`src/design/sitp_pkg.sv`:
```
// sitp_pkg: shared types and constants for the signed integer text parser
// parse phase encoding, radix select codes, controller/datapath command and status words
// no dependencies
package sitp_pkg;

   localparam int VALUE_W  = 64;
   localparam int RADIX_W  = 6;
   localparam int PROD_W   = VALUE_W + RADIX_W;
   localparam int CHAR_W   = 8;
   localparam int OUT_OFF_W = 16;

   localparam logic [RADIX_W-1:0] RADIX_RESET = 6'd10;
   localparam logic [RADIX_W-1:0] RADIX_AUTO  = 6'd0;
   localparam logic [RADIX_W-1:0] RADIX_OCT   = 6'd8;
   localparam logic [RADIX_W-1:0] RADIX_DEC   = 6'd10;
   localparam logic [RADIX_W-1:0] RADIX_HEX   = 6'd16;

   localparam logic [CHAR_W-1:0] CH_TAB   = 8'h09;
   localparam logic [CHAR_W-1:0] CH_CR    = 8'h0D;
   localparam logic [CHAR_W-1:0] CH_SPACE = 8'h20;
   localparam logic [CHAR_W-1:0] CH_PLUS  = 8'h2B;
   localparam logic [CHAR_W-1:0] CH_MINUS = 8'h2D;
   localparam logic [CHAR_W-1:0] CH_ZERO  = 8'h30;
   localparam logic [CHAR_W-1:0] CH_NINE  = 8'h39;
   localparam logic [CHAR_W-1:0] CH_UPPER_A = 8'h41;
   localparam logic [CHAR_W-1:0] CH_UPPER_Z = 8'h5A;
   localparam logic [CHAR_W-1:0] CH_LOWER_A = 8'h61;
   localparam logic [CHAR_W-1:0] CH_LOWER_Z = 8'h7A;
   localparam logic [CHAR_W-1:0] CH_UPPER_X = 8'h58;
   localparam logic [CHAR_W-1:0] CH_LOWER_X = 8'h78;
   localparam logic [CHAR_W-1:0] UPPER_BIAS = 8'd55;   // 'A' - 10
   localparam logic [CHAR_W-1:0] LOWER_BIAS = 8'd87;   // 'a' - 10

   localparam logic [VALUE_W-1:0] VALUE_MAX = 64'h7FFF_FFFF_FFFF_FFFF;
   localparam logic [VALUE_W-1:0] VALUE_MIN = 64'h8000_0000_0000_0000;

   typedef enum logic [4:0] {
      PH_IDLE   = 5'b00001,
      PH_SPACE  = 5'b00010,
      PH_SIGNED = 5'b00100,
      PH_ZERO   = 5'b01000,
      PH_DIGITS = 5'b10000
   } phase_type;

   typedef enum logic [1:0] {
      RS_KEEP    = 2'd0,   // radix register unchanged, or loaded with the configured radix at a string start
      RS_ACTIVE  = 2'd1,   // auto maps to decimal
      RS_HEX     = 2'd2,
      RS_RESOLVE = 2'd3    // after a leading zero: auto gives octal, else hex
   } radix_sel_type;

   typedef struct packed {
      logic          start;
      logic          step_index;
      logic          set_neg;
      logic          set_digits;
      logic          digit_update;
      logic          emit;
      radix_sel_type radix_sel;
   } cmd_type;

   typedef struct packed {
      logic is_space;
      logic is_minus;
      logic is_plus;
      logic is_zero;
      logic is_x;
      logic auto_or_hex;
      logic digit_ok;
   } status_type;

endpackage

```
`src/design/sitp_ctrl.sv`:
```
// sitp_ctrl: parse phase state machine and handshake control
// drives datapath commands from character status; uses sitp_pkg
module sitp_ctrl (
   input  logic                 clock,
   input  logic                 reset,
   input  logic                 req_valid,
   output logic                 req_ready,
   input  logic                 req_string_start,
   output logic                 rsp_valid,
   input  logic                 rsp_ready,
   input  sitp_pkg::status_type st,
   output sitp_pkg::cmd_type    cmd
);

   sitp_pkg::phase_type phase_ff, phase_in, cur;
   logic settle_ff, settle_in;
   logic rsp_valid_ff, rsp_valid_in;
   logic accept, live, take, begin_num;

   // settle_ff holds req_ready low after each accepted word so the product register can catch up
   assign req_ready = !settle_ff && (!rsp_valid_ff || rsp_ready);
   assign accept    = req_valid && req_ready;
   assign rsp_valid = rsp_valid_ff;

   always_comb begin
      cmd.start        = 1'b0;
      cmd.step_index   = 1'b0;
      cmd.set_neg      = 1'b0;
      cmd.set_digits   = 1'b0;
      cmd.digit_update = 1'b0;
      cmd.emit         = 1'b0;
      cmd.radix_sel    = sitp_pkg::RS_KEEP;
      phase_in  = phase_ff;
      cur       = phase_ff;
      live      = 1'b0;
      take      = 1'b0;
      begin_num = 1'b0;
      if (accept) begin
         if (req_string_start) begin
            cmd.start = 1'b1;
            cur       = sitp_pkg::PH_SPACE;
            live      = 1'b1;
         end else if (phase_ff != sitp_pkg::PH_IDLE) begin
            cmd.step_index = 1'b1;
            live           = 1'b1;
         end
      end
      if (live) begin
         unique case (cur)
            sitp_pkg::PH_SPACE: begin
               phase_in = sitp_pkg::PH_SPACE;
               if (st.is_space) begin
                  phase_in = sitp_pkg::PH_SPACE;
               end else if (st.is_minus) begin
                  cmd.set_neg = 1'b1;
                  phase_in    = sitp_pkg::PH_SIGNED;
               end else if (st.is_plus) begin
                  phase_in = sitp_pkg::PH_SIGNED;
               end else begin
                  begin_num = 1'b1;
               end
            end
            sitp_pkg::PH_SIGNED: begin
               begin_num = 1'b1;
            end
            sitp_pkg::PH_ZERO: begin
               phase_in = sitp_pkg::PH_DIGITS;
               if (st.is_x) begin
                  cmd.radix_sel = sitp_pkg::RS_HEX;
               end else begin
                  cmd.radix_sel  = sitp_pkg::RS_RESOLVE;
                  cmd.set_digits = 1'b1;
                  take           = 1'b1;
               end
            end
            sitp_pkg::PH_DIGITS: begin
               take = 1'b1;
            end
            default: begin
               phase_in = sitp_pkg::PH_IDLE;
            end
         endcase
         if (begin_num) begin
            if (st.auto_or_hex && st.is_zero) begin
               phase_in = sitp_pkg::PH_ZERO;
            end else begin
               cmd.radix_sel = sitp_pkg::RS_ACTIVE;
               phase_in      = sitp_pkg::PH_DIGITS;
               take          = 1'b1;
            end
         end
         if (take) begin
            if (st.digit_ok) begin
               cmd.digit_update = 1'b1;
            end else begin
               cmd.emit = 1'b1;
               phase_in = sitp_pkg::PH_IDLE;
            end
         end
      end
   end

   assign settle_in    = accept;
   assign rsp_valid_in = cmd.emit || (rsp_valid_ff && !rsp_ready);

   always_ff @(posedge clock) begin
      if (reset) begin
         phase_ff     <= sitp_pkg::PH_IDLE;
         settle_ff    <= 1'b0;
         rsp_valid_ff <= 1'b0;
      end else begin
         phase_ff     <= phase_in;
         settle_ff    <= settle_in;
         rsp_valid_ff <= rsp_valid_in;
      end
   end

endmodule

```
`config.mk`:
```
export PLATFORM = sky130hd
export DESIGN_NAME = sitp_ctrl
export DESIGN_NICKNAME = d
export VERILOG_FILES = /design/src/design/sitp_pkg.sv /design/src/design/sitp_ctrl.sv
export SDC_FILE = /design/constraint.sdc
export NUM_CORES = 1
export LEC_CHECK = 0
export BUFFER_PORTS_ARGS = -buffer_cell sky130_fd_sc_hd__buf_2
export CORE_AREA = 2 2 39 41
export DETAILED_ROUTE_END_ITERATION = 10
export DIE_AREA = 0 0 41 43
export GPL_TIMING_DRIVEN = 0
export HOLD_SLACK_MARGIN = 0.03
export PLACE_DENSITY = 0.7
export SLEW_MARGIN = 25
export SYNTH_ARGS = -nofsm -noshare
export SYNTH_HDL_FRONTEND = slang
export SYNTH_SLANG_ARGS = --single-unit
```
`constraint.sdc`:
```
create_clock -name clock -period 2.1 [get_ports clock]
set_clock_uncertainty 0.2 [all_clocks]
set_input_delay 0.315 -clock clock [delete_from_list [all_inputs] [get_ports clock]]
set_output_delay 0.315 -clock clock [all_outputs]
set_load 0.01 [all_outputs]
```
# After elaboration in Yosys (flattened, before gate mapping)
# Cells that the tools add are included.
# Widths: inputs -> output; s select.
# totals
reg_bits	7
elab_cells	56
output_inout_bits	10
input_bits	12
# op_classes
n_mux	38
n_eq_ne	5
n_reduce_logical	10
# ops
operator	n
$mux 5	6
$mux 1	20
$pmux 5 s3	1
$mux 2	5
$mux 3	3
$mux 6	1
$eq 5x2->1 const B	1
$eq 5x3->1 const B	1
$eq 5x4->1 const B	1
$eq 5x5->1 const B	1
$ne 5x1->1 const B	1
$logic_and 1x1->1	4
$pmux 1 s2	2
$logic_not 1->1	3
$logic_or 1x1->1	2
$reduce_or 2->1	1

# Longest topological paths before layout
# Gate-level depths: netlist of run 1.
# logic_depth
word_depth	13
mapped_depth	6
depth_no_buf	5

# Worst setup path after synthesis of run 1
# Ideal clock, no wire load.
# synth_timing
path_type	input -> output
start	input port req_valid
end	output port cmd[3] in the netlist's numbering
n_path_buf	0
stages	5
arrival_time_ns	1.452
required_ns	1.585
setup_slack_ns	0.133
cell_sequence	nor2b_1 nand3_2 a21oi_1 nand3b_1 a211oi_1
# synth_rtl
item	line	rtl
start: declaration	sitp_ctrl.sv:6	input logic req_valid,
end: declaration	sitp_ctrl.sv:12	output sitp_pkg::cmd_type cmd

==> flow_summary.json, run 1 <==
{
  "cts_max_path_buffers": 2,
  "grt_max_degree": 8,
  "r2r_start": "phase_ff[3]$_SDFFE_PP0P_",
  "yosysWarnings": 0,
  "area_delta_synth_final_pct": 55.6,
  "critPathRequiredTime_ns": 1.58,
  "ir_drop_mv": 0.295,
  "tightest_slew_ns": 0.393,
  "clk_pin_slew_worst_paths_ns": 0.05,
  "final_hold_viol_count": 0,
  "min_from": "reset",
  "grt_pass1_vias": 674,
  "rows": 14,
  "nFillCells": 117,
  "crit_fanout": 5,
  "drc": 0,
  "crit_start": "phase_ff[1]$_SDFFE_PP0P_",
  "drt_pass1_iterations": 4,
  "syn_avg_cell_area_um2": 7.76,
  "synth_seq_area_share": 0.247,
  "slowest_delay_ns": 0.37,
  "initial_core_util": 0.410,
  "min_path_type": "input port to flip-flop",
  "syn-cell-area_um2": 567,
  "drive_gt1_frac": 0.532,
  "layout_setup_ws_ns": -0.135,
  "dieArea_um2": 1760,
  "dieWidth_um": 41,
  "cts_tree": "built",
  "dpl-instance-area_um2": 692,
  "p_per_area_nw_per_um2": 375,
  "die_h_um": 43,
  "stdcell_area_um2": 882,
  "grt_overflow": 0,
  "boundaryPins": 22,
  "clock_sinks": 7,
  "crit_slowest_cell": "dfxtp_4",
  "p_leak_nw": 0.369,
  "drv_slew": 0,
  "fin_setup_tns_ns": -0.311,
  "min_period_ns": 2.23,
  "ctsHoldBuffers": 0,
  "io_buffer_count": 21,
  "finalNetCount": 122,
  "post_drt_wl_per_cell_um": 14.8,
  "crit_arrival_ns": 1.72,
  "grt_usage": 0.218,
  "syn-num-nets": 85,
  "crit_top_cell": "nand3b_1",
  "ys_ff_latch": 7,
  "antenna_left": 0,
  "gp_congestion": 0.844,
  "fin_crit_sh": 1.06,
  "coreArea_um2": 1380,
  "crit_chain": "nor2b_4, nand3b_1, a21oi_4, nand3b_1, a211oi_2, buf_2",
  "totalWireLength_mm": 1.84,
  "max-slew-margin-rel": 0.738,
  "critical_path_class": "flip-flop to output pin",
  "total_power_uw": 330,
  "synthCells": 73,
  "status": "finished with violations",
  "violations": "setup timing",
  "vias_per_cell": 5.86,
  "cp-start-kind": "flip-flop",
  "cts_root_buffer": "clkbuf_4",
  "hold_slack_ns": 0.0877,
  "vias": 732,
  "drt-initial-drc-count": 17,
  "cts_made_buffers": 3,
  "path_buf_inv": 1,
  "end_kind": "output pin",
  "htree_levels": 1,
  "synth_cell_types": 37,
  "clock.fmax_ghz": 0.447,
  "clk_latency_ns": 0.24,
  "rsz0062_at_grt": "yes",
  "grt_pass1_wl_mm": 2.67,
  "hpwlAfterDp_mm": 1.16,
  "path_delay_family": "compound AO/OA/AOI/OAI gates",
  "setup_viol": 4,
  "cap_viol_max_count": 0,
  "antenna_cells": 0,
  "final_core_util": 0.637,
  "antenna_found_initial": 0
}
## worst reg2reg max path, cell delays in order, from the launching register on
cell and delay, ns:
dfxtp_2 0.35, buf_4 0.15, xor2_1 0.14, a221oi_1 0.38, nor2_1 0.08, o21a_1 0.20
a32o_1 0.25
## final timing paths
path,to,slack (ns),cells past startpoint
worst max-delay path,cmd[3],-0.13,6
worst min-delay path,phase_ff[3]$_SDFFE_PP0P_,0.09,2
worst max register to register,phase_ff[2]$_SDFFE_PP0P_,0.25,6
worst min register to register,phase_ff[1]$_SDFFE_PP0P_,0.32,1
## report_power, final
part	switching [mW]	internal, mW	leakage [nW]	total (mW)
registers	0.00426	0.135	0.0592	0.139
logic	0.0422	0.0344	0.295	0.0766
clock network	0.0428	0.0721	0.0150	0.115
total	0.0892	0.241	0.369	0.330
## synth_stat cells
cell / count / area share
nor2_4: 1 / 0.020
nor2_1: 8 / 0.053
o22ai_1: 1 / 0.011
o21a_1: 1 / 0.013
a211oi_2: 1 / 0.022
nor3_1: 1 / 0.0088
nor2b_2: 1 / 0.015
nand3_2: 1 / 0.018
o21ai_1: 2 / 0.018
o41ai_2: 1 / 0.029
a311oi_1: 1 / 0.015
nand2b_1: 2 / 0.022
and4_1: 2 / 0.031
a211oi_1: 2 / 0.026
or3b_1: 1 / 0.015
nor2b_1: 2 / 0.022
a32o_1: 2 / 0.035
a21oi_1: 7 / 0.062
dfxtp_1: 7 / 0.25
nand3b_1: 2 / 0.026
and2_1: 2 / 0.022
nor4_1: 1 / 0.011
nand2_1: 8 / 0.053
inv_1: 2 / 0.013
a2bb2oi_1: 1 / 0.015
o2bb2ai_1: 1 / 0.015
a21o_1: 1 / 0.013
or2_2: 1 / 0.011
nand4b_1: 1 / 0.015
o21ai_0: 1 / 0.0088
or2b_1: 1 / 0.013
or3_1: 2 / 0.022
o2111ai_1: 1 / 0.015
buf_4: 1 / 0.013
a221oi_1: 1 / 0.015
xor2_1: 1 / 0.015
nor4b_1: 1 / 0.015
## kinds of logic after synthesis
logic type      count (synthesis)  share of synthesized area
simple gates                   38                      0.395
compound gates                 24                      0.316
flops                           7                      0.247
buf+inv                         3                     0.0265
xor+xnor                        1                     0.0155
## layout make-up
| type | instances | area [um2] | share of cell area |
|---|---|---|---|
| multi-input combinational | 63 | 478 | 0.542 |
| timing repair buffer | 33 | 199 | 0.226 |
| sequential | 7 | 151 | 0.172 |
| clock buffer | 4 | 26.3 | 0.0298 |
| tap | 16 | 20.0 | 0.0227 |
| inverter | 2 | 7.51 | 0.00851 |
## metal layers
| metal | global-route usage | wire [um] |
|---|---|---|
| met5 | 0 | 0 |
| met4 | 0.0467 | 14 |
| met3 | 0.0576 | 57 |
| met2 | 0.397 | 1030 |
| met1 | 0.232 | 745 |
## per-stage QoR
step	cells	setup slack [ns]
2_1_floorplan	73	0.133
3_3_place_gp	110	-0.106
3_5_place_dp	110	-0.124
4_1_cts	125	-0.0739
5_1_grt	125	-0.268
6_report	125	-0.135
## timing repair
| action | in CTS | in global routing |
|---|---|---|
| gates resized for setup | 15 | 8 |
| endpoints found under the setup margin | 5 | 5 |
| buffers inserted | 11 | 2 |
| pin swaps | 7 | 7 |
## layout by cell type (no fill, tap or decap), types with 2 or more instances in the layout
cell      count
nand2_1       7
and4_1        2
a211oi_2      2
inv_1         2
dfxtp_2       3
or3_4         2
a21oi_1       5
a32o_1        2
and2_1        2
nand2b_1      2
buf_4        11
dfxtp_4       2
dfxtp_1       2
nand3b_1      2
nor2_1        8
clkbuf_4      3
buf_2        21
## registers in the layout, indices dropped and copies added (netlist names)
register   cells
phase_ff       5
rsp_valid      1
settle_ff      1
(Power assumes the default switching activity.)
==> run 2, diff against run 1 <==
ABC_AREA = 1   (was not set)
PLACE_DENSITY = 0.72   (was 0.7)
==> run 2 against run 1 <==
  * Final cell count up 6.4%
  * Clock power about the same
  * The flow still finishes with violations (setup timing)
  * Critical path type unchanged
  * Design area rose by 2.3%
  * Combinational power up 25%
  * Core utilization rose by 1.4 points
  * Die area unchanged
  * Routed wire length down 9.9%
  * Register-to-register slack improved by 0.11 ns
  * Flip-flop and latch count is the same
  * Largest cell class unchanged
  * Global-route usage is 1.2 points lower
  * Maximum frequency up 3.5%
==> flow_summary.json, run 2 <==
{
  "r2r_start": "phase_ff[2]$_SDFFE_PP0P_",
  "drive_gt1_frac": 0.564,
  "grt_overflow": 0,
  "crit_fanout": 3,
  "dieArea_um2": 1760,
  "grt_pass1_wl_mm": 2.55,
  "grt_usage": 0.206,
  "yosysMostFrequentCell": "nand2_1",
  "antenna_cells": 0,
  "boundaryPins": 22,
  "synthCells": 81,
  "ys_ff_latch": 7,
  "drt-initial-drc-count": 17,
  "largest_reg_flops": 5,
  "synthMuxAreaShare": 0,
  "synth_top_family_by_area": "simple AND/OR/NAND/NOR gates",
  "nFillCells": 127,
  "multiInputGateArea_um2": 437,
  "critPathRequiredTime_ns": 1.58,
  "seq_area_um2": 149,
  "coreArea_um2": 1380,
  "initial_core_util": 0.430,
  "synthFlopType": "dfxtp_1",
  "ctsHoldBuffers": 0,
  "p_leak_nw": 0.406,
  "crit_chain": "or2_4, nor2_4, nand3_4, nor2_4, nor2_2, nand2_4, nand2_2, nor3_2, buf_2",
  "ff2ff_setup_slack_ns": 0.36,
  "cts_made_buffers": 3,
  "yosysWarnings": 0,
  "cts_max_path_buffers": 2,
  "ys_top_cells_by_count": "nand2_1 (13), inv_1 (12), dfxtp_1 (7), nor2_1 (7), a21oi_1 (6)",
  "synth_simple_gate_area_frac": 0.477,
  "antenna_found_initial": 0,
  "min_period_ns": 2.16,
  "drt_pass1_iterations": 4,
  "totalWireLength_mm": 1.66,
  "dieWidth_um": 41,
  "hpwlAfterDp_mm": 1.01,
  "hold_path_depth": 2,
  "regMostFlops": "phase_ff",
  "drc": 0,
  "async_flop_share": 0,
  "vias_per_cell": 5.19,
  "grt_max_degree": 9,
  "area_delta_synth_final_pct": 51.5,
  "synth_fa_ha_area_frac": 0,
  "cts_root_buffer": "clkbuf_4",
  "crit_slowest_cell": "dfxtp_4",
  "drv_slew": 0,
  "reg2reg_to": "phase_ff[4]$_SDFFE_PP0P_",
  "antenna_left": 0,
  "status": "finished with violations",
  "post_drt_wl_per_cell_um": 12.5,
  "end_kind": "output pin",
  "finalNetCount": 130,
  "critical_path_class": "flip-flop to output pin",
  "p_per_area_nw_per_um2": 390,
  "rsz0062_at_grt": "yes",
  "ir_drop_mv": 0.360,
  "dpl-instance-area_um2": 721,
  "min_from": "reset",
  "clk_pin_slew_worst_paths_ns": 0.05,
  "rows": 14,
  "final_core_util": 0.652,
  "min_path_type": "input port to flip-flop",
  "synth_seq_area_share": 0.235,
  "path_delay_family": "simple AND/OR/NAND/NOR gates",
  "whs_endpoint": "rsp_valid$_SDFF_PP0_",
  "layout_commonest_cell": "buf_2",
  "synth_enable_flop_cells": 0,
  "final_hold_viol_count": 0,
  "clk_latency_ns": 0.24,
  "synth-compound-area-share": 0.185,
  "cap_viol_max_count": 0,
  "io_buffer_count": 21,
  "grt_pass1_vias": 630,
  "stdcell_area_um2": 902,
  "path_buf_inv": 1,
  "htree_levels": 1,
  "crit_top_cell": "nor2_4",
  "setup_viol": 3,
  "clock_sinks": 7,
  "syn_avg_cell_area_um2": 7.35,
  "cp-start-kind": "flip-flop",
  "synth_cell_types": 26,
  "yosys.area.top_type_share": 0.235,
  "die_h_um": 43,
  "gp_congestion": 0.736,
  "r2r_cells": 8,
  "vias": 690,
  "syn-num-nets": 93,
  "max-slew-margin-rel": 0.739,
  "layout_setup_ws_ns": -0.0601,
  "clock.fmax_ghz": 0.463,
  "yosys.area.top_type": "dfxtp_1",
  "syn-cell-area_um2": 596,
  "violations": "setup timing",
  "slowest_delay_ns": 0.34,
  "ys_top_cells_by_area": "dfxtp_1 (24%), nand2_1 (8.2%), inv_1 (7.6%), nand4_4 (7.1%), a21oi_1 (5.0%)",
  "cts_tree": "built",
  "hold_slack_ns": 0.117,
  "crit_arrival_ns": 1.65,
  "tightest_slew_ns": 0.390,
  "layout_common_cells": "buf_2 (20), nand2_1 (11), inv_1 (10), buf_4 (10), nor2_1 (7)",
  "fin_crit_sh": 1.03,
  "synth_xor_area_frac": 0
}
run 2: cell count changes after synthesis, moves of 3 or more:
cell     previous run  this run
nand2_1             8        13
nor2_2              0         3
nand3_1             0         4
nand2_2             0         3
inv_1               2        12
a21oi_2             0         3
run 2: layout make-up:
type,instances,share of cell area
clock buffer,4,0.0291
inverter,15,0.0707
multi-input combinational,59,0.484
sequential,7,0.165
tap,16,0.0222
timing repair buffer,32,0.229
run 2: kinds of logic (layout without fill, tap and decap cells):
family,after synthesis,after routing
flops,7,7
compound gates,14,14
simple gates,45,45
buf+inv,15,51
run 2: worst max path at each step:
| stage | from | slack, ns | depth (start not counted) | to |
|---|---|---|---|---|
| 3_3_place_gp | rsp_ready | 0.09 | 12 | cmd[3] |
| 6_report | phase_ff[2]$_SDFFE_PP0P_ | -0.06 | 9 | cmd[3] |
| 4_1_cts | phase_ff[4]$_SDFFE_PP0P_ | -0.06 | 9 | cmd[3] |
| 3_5_place_dp | rsp_ready | 0.07 | 12 | cmd[3] |
| 5_1_grt | rsp_valid$_SDFF_PP0_ | -0.17 | 10 | cmd[3] |
| 2_1_floorplan | rsp_valid$_SDFF_PP0_ | 0.17 | 7 | cmd[5] |
run 2: layer usage:
| metal | up-vias | GRT usage | part of all wire |
|---|---|---|---|
| li1 | 344 | - | - |
| met2 | 21 | 0.350 | 0.56 |
| met4 | 0 | 0.0333 | 0.0096 |
| met5 | - | 0 | 0 |
| met3 | 2 | 0.0314 | 0.038 |
| met1 | 323 | 0.266 | 0.39 |
run 2: stage by stage:
stage	total power, mW	setup TNS [ns]	cells	worst slack, ns
finish	0.352	-0.0793	133	-0.0601
detailed placement	0.220	0	118	0.0666
CTS	0.346	-0.0750	131	-0.0618
floorplan	0.195	0	81	0.168
global route	0.374	-0.495	133	-0.170
global placement	0.219	0	118	0.0916
run 2: timing repair:
item | in CTS | in global routing
pin swaps | 8 | 5
buffers inserted | 9 | 2
cloned | 0 | 0
resized for setup | 10 | 7
endpoints found under the setup margin | 4 | 5
run 2: report_power, final:
part	total (mW)	internal, mW	switching [mW]
sequential	0.138	0.135	0.00354
combinational	0.0957	0.0383	0.0574
clock	0.118	0.0722	0.0458
total	0.352	0.245	0.107
