==> config.mk <==
export PLATFORM = sky130hd
export DESIGN_NAME = sitp_datapath
export DESIGN_NICKNAME = d
export VERILOG_FILES = /design/src/design/sitp_pkg.sv /design/src/design/sitp_datapath.sv
export SDC_FILE = /design/constraint.sdc
export NUM_CORES = 2
export LEC_CHECK = 0
export BUFFER_PORTS_ARGS = -buffer_cell sky130_fd_sc_hd__buf_2
export CAP_MARGIN = 10
export CORE_MARGIN = 5
export CORE_UTILIZATION = 26
export DETAILED_ROUTE_END_ITERATION = 16
export SLEW_MARGIN = 25
export SYNTH_ARGS = -nofsm -noshare
export SYNTH_HDL_FRONTEND = slang
export SYNTH_SLANG_ARGS = --single-unit
==> constraint.sdc <==
create_clock -name clock -period 36.2 [get_ports clock]
set_input_delay 3.62 -clock clock [delete_from_list [all_inputs] [get_ports clock]]
set_output_delay 3.62 -clock clock [all_outputs]
set_load 0.02 [all_outputs]
==> src/design/sitp_pkg.sv <==
// sitp_pkg: shared types and constants for the signed integer text parser
// parse phase encoding, radix select codes, controller/datapath command and status words
// no dependencies
package sitp_pkg;

   localparam int VALUE_W  = 64;
   localparam int RADIX_W  = 6;
   localparam int PROD_W   = VALUE_W + RADIX_W;
   localparam int CHAR_W   = 8;
   localparam int OUT_OFF_W = 16;

   localparam logic [RADIX_W-1:0] RADIX_RESET = 6'd10;
   localparam logic [RADIX_W-1:0] RADIX_AUTO  = 6'd0;
   localparam logic [RADIX_W-1:0] RADIX_OCT   = 6'd8;
   localparam logic [RADIX_W-1:0] RADIX_DEC   = 6'd10;
   localparam logic [RADIX_W-1:0] RADIX_HEX   = 6'd16;

   localparam logic [CHAR_W-1:0] CH_TAB   = 8'h09;
   localparam logic [CHAR_W-1:0] CH_CR    = 8'h0D;
   localparam logic [CHAR_W-1:0] CH_SPACE = 8'h20;
   localparam logic [CHAR_W-1:0] CH_PLUS  = 8'h2B;
   localparam logic [CHAR_W-1:0] CH_MINUS = 8'h2D;
   localparam logic [CHAR_W-1:0] CH_ZERO  = 8'h30;
   localparam logic [CHAR_W-1:0] CH_NINE  = 8'h39;
   localparam logic [CHAR_W-1:0] CH_UPPER_A = 8'h41;
   localparam logic [CHAR_W-1:0] CH_UPPER_Z = 8'h5A;
   localparam logic [CHAR_W-1:0] CH_LOWER_A = 8'h61;
   localparam logic [CHAR_W-1:0] CH_LOWER_Z = 8'h7A;
   localparam logic [CHAR_W-1:0] CH_UPPER_X = 8'h58;
   localparam logic [CHAR_W-1:0] CH_LOWER_X = 8'h78;
   localparam logic [CHAR_W-1:0] UPPER_BIAS = 8'd55;   // 'A' - 10
   localparam logic [CHAR_W-1:0] LOWER_BIAS = 8'd87;   // 'a' - 10

   localparam logic [VALUE_W-1:0] VALUE_MAX = 64'h7FFF_FFFF_FFFF_FFFF;
   localparam logic [VALUE_W-1:0] VALUE_MIN = 64'h8000_0000_0000_0000;

   typedef enum logic [4:0] {
      PH_IDLE   = 5'b00001,
      PH_SPACE  = 5'b00010,
      PH_SIGNED = 5'b00100,
      PH_ZERO   = 5'b01000,
      PH_DIGITS = 5'b10000
   } phase_type;

   typedef enum logic [1:0] {
      RS_KEEP    = 2'd0,   // radix register unchanged, or loaded with the configured radix at a string start
      RS_ACTIVE  = 2'd1,   // auto maps to decimal
      RS_HEX     = 2'd2,
      RS_RESOLVE = 2'd3    // after a leading zero: auto gives octal, else hex
   } radix_sel_type;

   typedef struct packed {
      logic          start;
      logic          step_index;
      logic          set_neg;
      logic          set_digits;
      logic          digit_update;
      logic          emit;
      radix_sel_type radix_sel;
   } cmd_type;

   typedef struct packed {
      logic is_space;
      logic is_minus;
      logic is_plus;
      logic is_zero;
      logic is_x;
      logic auto_or_hex;
      logic digit_ok;
   } status_type;

endpackage

==> src/design/sitp_datapath.sv <==
// sitp_datapath: character decode, accumulator with multiply-add and saturation, offset counter
// radix register, product register and result registers; uses sitp_pkg
module sitp_datapath #(
   parameter int OFFSET_WIDTH = 16
) (
   input  logic                                clock,
   input  logic                                reset,
   input  logic                                csr_write_enable,
   input  logic [sitp_pkg::RADIX_W-1:0]        csr_write_data,
   input  logic [sitp_pkg::CHAR_W-1:0]         req_text_char,
   input  sitp_pkg::cmd_type                   cmd,
   output sitp_pkg::status_type                st,
   output logic signed [sitp_pkg::VALUE_W-1:0] rsp_parsed_value,
   output logic                                rsp_range_error,
   output logic [sitp_pkg::OUT_OFF_W-1:0]      rsp_end_offset
);

   localparam logic [OFFSET_WIDTH-1:0] IDX_MAX = {OFFSET_WIDTH{1'b1}};

   logic [sitp_pkg::RADIX_W-1:0] csr_radix_ff, csr_radix_in;
   logic [sitp_pkg::RADIX_W-1:0] radix_ff, radix_in, base;
   logic [sitp_pkg::VALUE_W-1:0] acc_ff, acc_in, acc_base;
   logic [sitp_pkg::PROD_W-1:0]  prod_ff, prod_in, prod_base, sum;
   logic                         neg_ff, neg_in;
   logic                         ovf_ff, ovf_in, ovf_base;
   logic                         digits_ff, digits_in;
   logic [OFFSET_WIDTH-1:0]      idx_ff, idx_in;
   logic [OFFSET_WIDTH+sitp_pkg::OUT_OFF_W-1:0] idx_ext;
   logic [sitp_pkg::VALUE_W-1:0] limit, value_in, value_ff;
   logic                         range_ff;
   logic [sitp_pkg::OUT_OFF_W-1:0] offset_in, offset_ff;
   logic [sitp_pkg::CHAR_W-1:0]  c, dig8;
   logic [sitp_pkg::RADIX_W-1:0] dig;
   logic                         alnum;

   assign c = req_text_char;

   always_comb begin
      alnum = 1'b1;
      dig8  = '0;
      if (c >= sitp_pkg::CH_ZERO && c <= sitp_pkg::CH_NINE) begin
         dig8 = c - sitp_pkg::CH_ZERO;
      end else if (c >= sitp_pkg::CH_UPPER_A && c <= sitp_pkg::CH_UPPER_Z) begin
         dig8 = c - sitp_pkg::UPPER_BIAS;
      end else if (c >= sitp_pkg::CH_LOWER_A && c <= sitp_pkg::CH_LOWER_Z) begin
         dig8 = c - sitp_pkg::LOWER_BIAS;
      end else begin
         alnum = 1'b0;
      end
   end
   assign dig = dig8[sitp_pkg::RADIX_W-1:0];

   // a new string starts from the configured radix and a cleared accumulator
   assign base = cmd.start ? csr_radix_ff : radix_ff;

   always_comb begin
      unique case (cmd.radix_sel)
         sitp_pkg::RS_KEEP:    radix_in = base;
         sitp_pkg::RS_ACTIVE:  radix_in = (base == sitp_pkg::RADIX_AUTO) ? sitp_pkg::RADIX_DEC
                                                                         : base;
         sitp_pkg::RS_HEX:     radix_in = sitp_pkg::RADIX_HEX;
         sitp_pkg::RS_RESOLVE: radix_in = (base == sitp_pkg::RADIX_AUTO) ? sitp_pkg::RADIX_OCT
                                                                         : sitp_pkg::RADIX_HEX;
         default:              radix_in = base;
      endcase
   end

   assign st.is_space    = (c == sitp_pkg::CH_SPACE) ||
                           (c >= sitp_pkg::CH_TAB && c <= sitp_pkg::CH_CR);
   assign st.is_minus    = (c == sitp_pkg::CH_MINUS);
   assign st.is_plus     = (c == sitp_pkg::CH_PLUS);
   assign st.is_zero     = (c == sitp_pkg::CH_ZERO);
   assign st.is_x        = (c == sitp_pkg::CH_LOWER_X) || (c == sitp_pkg::CH_UPPER_X);
   assign st.auto_or_hex = (base == sitp_pkg::RADIX_AUTO) || (base == sitp_pkg::RADIX_HEX);
   assign st.digit_ok    = alnum && (dig < radix_in);

   assign neg_in    = (cmd.start ? 1'b0 : neg_ff) | cmd.set_neg;
   assign ovf_base  = cmd.start ? 1'b0 : ovf_ff;
   assign acc_base  = cmd.start ? '0 : acc_ff;
   assign prod_base = cmd.start ? '0 : prod_ff;
   assign digits_in = (cmd.start ? 1'b0 : digits_ff) | cmd.set_digits | cmd.digit_update;
   assign limit     = neg_in ? sitp_pkg::VALUE_MIN : sitp_pkg::VALUE_MAX;

   // acc*radix + digit beyond the limit is the same test as the cutoff pair
   assign sum = prod_base + sitp_pkg::PROD_W'(dig);

   always_comb begin
      acc_in = acc_base;
      ovf_in = ovf_base;
      if (cmd.digit_update) begin
         if (ovf_base || (sum > sitp_pkg::PROD_W'(limit))) begin
            ovf_in = 1'b1;
         end else begin
            acc_in = sum[sitp_pkg::VALUE_W-1:0];
         end
      end
   end

   assign prod_in = sitp_pkg::PROD_W'(acc_ff) * sitp_pkg::PROD_W'(radix_ff);

   always_comb begin
      idx_in = idx_ff;
      if (cmd.start) begin
         idx_in = '0;
      end else if (cmd.step_index && idx_ff != IDX_MAX) begin
         idx_in = idx_ff + 1'b1;
      end
   end

   assign idx_ext   = {{sitp_pkg::OUT_OFF_W{1'b0}}, idx_in};
   assign offset_in = digits_in ? idx_ext[sitp_pkg::OUT_OFF_W-1:0] : '0;
   assign value_in  = ovf_in ? limit : (neg_in ? (~acc_in + 1'b1) : acc_in);

   assign csr_radix_in = csr_write_enable ? csr_write_data : csr_radix_ff;

   always_ff @(posedge clock) begin
      if (reset) begin
         csr_radix_ff <= sitp_pkg::RADIX_RESET;
         radix_ff     <= '0;
         acc_ff       <= '0;
         neg_ff       <= 1'b0;
         ovf_ff       <= 1'b0;
         digits_ff    <= 1'b0;
         idx_ff       <= '0;
      end else begin
         csr_radix_ff <= csr_radix_in;
         radix_ff     <= radix_in;
         acc_ff       <= acc_in;
         neg_ff       <= neg_in;
         ovf_ff       <= ovf_in;
         digits_ff    <= digits_in;
         idx_ff       <= idx_in;
      end
   end

   always_ff @(posedge clock) begin
      prod_ff <= prod_in;
      if (cmd.emit) begin
         value_ff  <= value_in;
         range_ff  <= ovf_in;
         offset_ff <= offset_in;
      end
   end

   assign rsp_parsed_value = value_ff;
   assign rsp_range_error  = range_ff;
   assign rsp_end_offset   = offset_ff;

endmodule

Word-level counts from Yosys, hierarchy flattened
Cells that the tools add are included.
{"block": "totals", "regBits": 246, "inputBits": 25, "output_inout_bits": 88, "elab_cells": 79}
{"block": "op_classes", "n_addsub": 6, "mul": 1, "n_lt_le_gt_ge": 10, "n_eq_ne": 11, "n_mux": 24, "bitwise": 4, "n_reduce_logical": 12}
{"op": "64-bit two-way mux", "n": 6}
{"op": "70-bit by 6-bit adder with 70-bit output", "n": 1}
{"op": "70-bit by 64-bit greater-than comparator with 1-bit output", "n": 1}
{"op": "64-bit by 6-bit multiplier with 70-bit output", "n": 1}
{"op": "70-bit two-way mux", "n": 1}
{"op": "64-bit by 1-bit adder with 64-bit output (second input constant)", "n": 1}
{"op": "64-bit inverter", "n": 1}
{"op": "8-bit by 6-bit == test with 1-bit output (second input constant)", "n": 4}
{"op": "16-bit two-way mux", "n": 2}
{"op": "6-bit two-way mux", "n": 5}
{"op": "6-bit one-hot mux with 4 select lines", "n": 1}
{"op": "16-bit by 1-bit adder with 16-bit output (second input constant)", "n": 1}
{"op": "8-bit by 7-bit == test with 1-bit output (second input constant)", "n": 2}
{"op": "8-bit by 7-bit greater-or-equal comparator with 1-bit output (second input constant)", "n": 2}
{"op": "8-bit by 7-bit <= comparator with 1-bit output (second input constant)", "n": 2}
{"op": "16-bit inequality test (second input constant)", "n": 1}
{"op": "6-bit subtractor (second input constant)", "n": 2}
{"op": "8-bit by 4-bit greater-or-equal comparator with 1-bit output (second input constant)", "n": 1}
{"op": "8-bit by 6-bit greater-or-equal comparator with 1-bit output (second input constant)", "n": 1}
{"op": "8-bit by 4-bit <= comparator with 1-bit output (second input constant)", "n": 1}
{"op": "8-bit by 6-bit <= comparator with 1-bit output (second input constant)", "n": 1}
{"op": "1-bit two-way mux", "n": 8}
{"op": "6-bit by 5-bit == test with 1-bit output (second input constant)", "n": 1}
{"op": "1-bit logical AND", "n": 6}
{"op": "other kinds (9)", "n": 15}

Logic depth before layout (Yosys ltp)
{"block": "logic_depth", "word_depth": 14, "ltp_mapped": 49}

Worst setup path before layout
No wires, ideal clock.
{"block": "synth_path", "path_kind": "input to register", "startpoint": "in cmd[7] (netlist bit)", "endpoint": "reg value_ff (netlist bit rsp_parsed_value[42]), data pin", "setup_ns": 0.190, "t_arrival_ns": 13.682, "setup_slack_ns": 22.328, "stages": 44, "path_cell_list": "buf_2 > clkbuf_1 > buf_2 > buf_1 > buf_4 > buf_4 > clkbuf_1 > clkbuf_1 > clkbuf_1 > buf_1 > clkbuf_1 > nor2b_1 > ha_1 > buf_2 > nand3_1 > a21oi_1 > o21ai_0 > or4_1 > [8 not listed] > buf_2 > nand2_4 > buf_4 > buf_6 > buf_4 > buf_2 > a31oi_1 > ha_1 > inv_1 > nor2_1 > nand4_1 > nor3_1 > nand4_1 > nor3_1 > a22oi_4 > nor4_4 > mux2i_1 > a2111oi_2"}
{"block": "synth_via", "elab_chain_len": 11}
{"item": "start, declared", "line": "sitp_datapath.sv:11", "rtl": "input sitp_pkg::cmd_type cmd,"}
{"item": "branches (longest 10 deep; another with 70-bit by 6-bit adder with 70-bit output)"}
{"item": "64-bit two-way mux (*)", "line": "sitp_datapath.sv:112", "rtl": "assign value_in = ovf_in ? limit : (neg_in ? (~acc_in + 1'b1) : acc_in);"}
{"item": "via value_in (one bit)", "line": "sitp_datapath.sv:29", "rtl": "logic [sitp_pkg::VALUE_W-1:0] limit, value_in, value_ff;"}
{"item": "end signal, assigned", "line": "sitp_datapath.sv:139", "rtl": "value_ff <= value_in;"}
{"item": "end, declared", "line": "sitp_datapath.sv:29"}
Mark *: on every way through the listed nets, which the timed path passes.
A chain may end at the register's enable or synchronous reset.

Final worst setup path
{"block": "layout_path", "startpoint": "in req_text_char[1] (netlist bit)", "endpoint": "reg value_ff (netlist bit rsp_parsed_value[42]), data pin"}
{"block": "layout_via", "elab_chain_len": 14}
{"item": "start, declared", "line": "sitp_datapath.sv:10", "rtl": "input logic [sitp_pkg::CHAR_W-1:0] req_text_char,"}
{"item": "8-bit by 7-bit greater-or-equal comparator with 1-bit output / 8-bit by 7-bit <= comparator with 1-bit output (equally long branches)", "line": "sitp_datapath.sv:45", "rtl": "end else if (c >= sitp_pkg::CH_LOWER_A && c <= sitp_pkg::CH_LOWER_Z) begin"}
{"item": "1-bit logical AND", "line": "sitp_datapath.sv:45"}
{"item": "6-bit two-way mux", "line": "sitp_datapath.sv:45"}
{"item": "6-bit two-way mux", "line": "sitp_datapath.sv:43", "rtl": "end else if (c >= sitp_pkg::CH_UPPER_A && c <= sitp_pkg::CH_UPPER_Z) begin"}
{"item": "6-bit two-way mux (*)", "line": "sitp_datapath.sv:41", "rtl": "if (c >= sitp_pkg::CH_ZERO && c <= sitp_pkg::CH_NINE) begin"}
{"item": "70-bit by 6-bit adder with 70-bit output (*)", "line": "sitp_datapath.sv:85", "rtl": "assign sum = prod_base + sitp_pkg::PROD_W'(dig);"}
{"item": "70-bit by 64-bit greater-than comparator with 1-bit output", "line": "sitp_datapath.sv:91", "rtl": "if (ovf_base || (sum > sitp_pkg::PROD_W'(limit))) begin"}
{"item": "1-bit logical OR", "line": "sitp_datapath.sv:91"}
{"item": "64-bit two-way mux", "line": "sitp_datapath.sv:91"}
{"item": "64-bit two-way mux", "line": "sitp_datapath.sv:90", "rtl": "if (cmd.digit_update) begin"}
{"item": "64-bit inverter", "line": "sitp_datapath.sv:112"}
{"item": "64-bit by 1-bit adder with 64-bit output", "line": "sitp_datapath.sv:112"}
{"item": "64-bit two-way mux", "line": "sitp_datapath.sv:112"}
{"item": "64-bit two-way mux (*)", "line": "sitp_datapath.sv:112"}
{"item": "via value_in (one bit)", "line": "sitp_datapath.sv:29"}
The timed path passes the listed nets; every way through them passes the cells marked *.

==> results.env <==
TOP_USAGE_LAYER='met2'
GRT_SETUP_UNREPAIRED='no'
HOLD_VIOLATIONS=0
RR_WORST_DEPTH=27
TIMING.MAX_SLEW.REL_SLACK_PCT=29.57
FINAL-SETUP-VIOL-COUNT=0
SYNTH_ENABLE_FLOP_CELLS=81
PLACEMENT_ROWS=119
DRV.MAX_CAP_VIOLATION_COUNT=0
H_TREE_DEPTH=1
LAYOUT_MIN_CYCLE_TIME_NS=13.69
INSERTION_DELAY_NS=0.56
GR-USAGE-MET2_PCT=24.77
MAX-CLOCK-PATH-BUFFERS=3
FINAL_COMMON_CELL='sky130_fd_sc_hd__nand2_1'
SYNTH.AVG_CELL_AREA_SQ_UM=8.071
SYNTH_AREA_SQ_MM=0.02766
FMAXACHIEVABLE_MHz=73.04
SYNTH-SEQ-AREA-SHARE_PCT=20.74
NUMCLOCKSINKS=246
GRT_ANTENNA_BEFORE_REPAIR=1
FIRST_PASS_ITERS=8
DRC_ERRORS=0
WHS_PATH_DEPTH=2
YS_ASYNC_SR_FRACTION_PCT=0
INITIAL_DETAILED_ROUTING_VIOLATION_COUNT=2270
DP_HPWL_UM=67000
WORST_PATH_MOST_REPEATED_CELL='sky130_fd_sc_hd__ha_1'
SETUP_TNS_NS=0
REG2REG_SETUP_SLACK_NS=27.03
POWERDENSITY_mW_PER_MM2=22.83
CTS_TREE='yes'
GRT_PASS1_VIAS=24430
POSTCTSHOLDBUFS=0
DRIVE_ABOVE_1_SHARE_PCT=7.726
WORSTSETUPENDPOINTTYPE='flip-flop'
RR_ENDPOINT='rsp_parsed_value[42]$_DFFE_PP_'
ROUTED-VIA-COUNT=25050
CORE_SQ_MM=0.1054
GLOBAL_ROUTE.USAGE.MET1_PCT=21.77
GLOBAL_ROUTE.USAGE.MET3_PCT=1.660
POST_DRT_WL_PER_CELL_UM=18.44
FIN_CRIT_SH_PCT=37.82
FINALNETCOUNT=3811
PATH_MAX_FANOUT=40
LAYOUT-AREA-OVERHEAD-VS-SYNTH_PCT=8.889
OUTCOME='completed'
CRITICAL_PATH.REG2REG.STARTPOINT='prod_ff[11]$_DFF_P_'
WORST_CLOCK_SKEW_NS=0.01182
DIE_EXTENT_IN_Y_UM=336.2
WORSTHOLDSTART='csr_radix_ff[4]$_SDFFE_PP0P_'
CRITICAL_PATH_REQUIRED_TIME_NS=36.57
PATH_CLK_SLEW_NS=0.07
MIN_DELAY_WORST_ENDPOINT='csr_radix_ff[4]$_SDFFE_PP0P_'
LAYOUT_FILLER_CELL_COUNT=11370
GRT_MAX_DEGREE=74
CP_TOP_FAMILY='simple AND/OR/NAND/NOR gates'
ROUTABILITYCONGESTION=0.9526
POST_SYNTHESIS_CELLS=3427
IO_PINS=113
CRITICAL_PATH.MAX_STAGE_DELAY_NS=0.69
SETUP.WORST_PATH.CLASS='in -> reg'
CRITICAL-PATH-SLOWEST-CELL='sky130_fd_sc_hd__or4b_2'
POSTCTSRESIZEDCELLS=0
WORSTMARGINPINSLEW_NS=1.043
BUFFER_PORTS.INSERTED=112
VDD.IR_DROP.WORST_mV=0.03876
GRT_FIRST_PASS_WIRELENGTH_UM=140600
DRT-TOTAL-WL_UM=88220
WORSTPATHARRIVAL_NS=14.07
CTS_MADE_BUFFERS=26
MAPPEDNETLISTNETS=3866
YS_SEQ_ELEMENTS=246
TOTAL_LEAKAGE_POWER_uW=0.01378
INITIAL_CORE_UTIL_PCT=26.24
GRT_USAGE_PCT=15.23
MULTI_INPUT_AREA_SQ_MM=0.01985
ANT_NETS=0
YS.WARNINGS.COUNT=0
MOST-COMMON-LAYOUT-CELLS='sky130_fd_sc_hd__nand2_1, sky130_fd_sc_hd__inv_1, sky130_fd_sc_hd__nor2_1, sky130_fd_sc_hd__fa_1, sky130_fd_sc_hd__a21oi_1'
DIE-AREA_SQ_MM=0.1130
DIEWIDTH_UM=336.2
REGAREA_SQ_MM=0.005758
GLOBALROUTEOVERFLOWTOTAL=0
TOTAL_SETUP_BUFFERS_INSERTED_AFTER_CTS=0
TIMING.CRITICAL_PATH.BUF_INV=4
HOLDCRITPATHCLASS='reg -> reg'
SETUP.WORST_PATH.START_CLASS='input port'
REPORT.FINAL.SLEW_VIOL_COUNT=0
NETLIST-CELL-TYPE-COUNT=98
VIA_PER_INST=5.238
CLOCKROOTBUFFER='sky130_fd_sc_hd__clkbuf_16'
YS.FLOP_TYPE='sky130_fd_sc_hd__dfxtp_1'
FINAL.HOLD.WORST_SLACK_NS=0.5280
metal layers:
layer  part of all wire, %  routed length [um]  vias up
li1                      -                   -    11600
met1                    45               40000    12300
met2                    45               39810     1027
met3                   7.3                6431      117
met4                   2.2                1960        2
met5                 0.015                  13        -
cells by family (layout without fill, tap and decap cells):
| family | count (synthesis) | after routing | share of synthesized area (%) |
|---|---|---|---|
| buf+inv | 532 | 496 | 7.613 |
| simple gates | 1375 | 1375 | 23.77 |
| flops | 246 | 246 | 20.74 |
| fa+ha+maj | 414 | 414 | 25.51 |
| xor+xnor | 139 | 139 | 4.401 |
| compound gates | 653 | 653 | 15.38 |
| other cells | 0 | 1 | 0 |
| mux | 68 | 68 | 2.587 |
cells in the mapped netlist, drive strengths merged (41+ instances only):
| cell type | n | share of area [%] |
|---|---|---|
| ha | 164 | 7.4 |
| nor2 | 285 | 3.9 |
| clkbuf | 157 | 2.1 |
| nand2 | 526 | 7.2 |
| nand3 | 86 | 1.6 |
| nor3 | 80 | 1.4 |
| fa | 250 | 18 |
| a21o | 64 | 1.7 |
| nor4 | 52 | 1.3 |
| nand4 | 61 | 1.4 |
| nor2b | 74 | 1.7 |
| buf | 62 | 1.2 |
| xor2 | 41 | 1.3 |
| mux2i | 43 | 1.6 |
| dfxtp | 165 | 12 |
| o21ai | 138 | 2.5 |
| inv | 313 | 4.2 |
| xnor2 | 98 | 3.1 |
| a21oi | 196 | 3.6 |
| and2 | 49 | 1.1 |
| edfxtp | 81 | 8.8 |
power by group:
part	switching, uW	leakage, uW	internal [uW]
clock	126	0.000420	144
sequential	10.0	0.00215	296
combinational	75.0	0.0112	35.9
total	211	0.0138	476
layout make-up:
| type | instances | area share (%) |
|---|---|---|
| Inverter | 313 | 3.901 |
| Timing Repair Buffer | 136 | 2.497 |
| Clock inverter | 18 | 0.4694 |
| Multi-Input combinational cell | 2649 | 65.89 |
| Clock buffer | 29 | 2.339 |
| Tap cell | 1391 | 5.778 |
| Antenna cell | 1 | 0.008308 |
| Sequential cell | 246 | 19.12 |
worst max-delay path by stage:
| stage | start | end | depth (start not counted) |
|---|---|---|---|
| 2_1_floorplan | cmd[7] | rsp_parsed_value[42]$_DFFE_PP_ | 44 |
| 3_3_place_gp | req_text_char[1] | rsp_parsed_value[42]$_DFFE_PP_ | 39 |
| 3_5_place_dp | req_text_char[1] | rsp_parsed_value[42]$_DFFE_PP_ | 38 |
| 4_1_cts | req_text_char[1] | rsp_parsed_value[42]$_DFFE_PP_ | 38 |
| 5_1_grt | req_text_char[1] | rsp_parsed_value[42]$_DFFE_PP_ | 41 |
| 6_report | req_text_char[1] | rsp_parsed_value[42]$_DFFE_PP_ | 38 |
tightest hold or removal path, stage by stage, from the launching register on:
cell and delay (ns):
sky130_fd_sc_hd__dfxtp_1 0.33, sky130_fd_sc_hd__mux2i_1 0.07, sky130_fd_sc_hd__nor2_1 0.09
through the flow:
| step | util (%) | area (sq um) | total power, uW | std cells | setup WS, ns |
|---|---|---|---|---|---|
| 5_1_grt | 28.57 | 30120 | 711.2 | 4782 | 21.59 |
| 6_report | 28.57 | 30120 | 687.7 | 4783 | 22.51 |
| 4_1_cts | 28.57 | 30120 | 692.6 | 4782 | 22.65 |
| 3_5_place_dp | 27.77 | 29270 | 422.5 | 4735 | 22.06 |
| 2_1_floorplan | - | 27660 | 384.3 | 3427 | 22.33 |
| 3_3_place_gp | 27.77 | 29270 | 421.9 | 4735 | 22.32 |
flip-flops by register name, indices dropped and copies added (netlist names), 6 cells and up:
signal	count
prod_ff	70
acc_ff	64
rsp_parsed_value	64
radix_ff	6
csr_radix_ff	6
idx_ff	16
rsp_end_offset	16
Note: power is estimated with default switching activity, not from simulation.
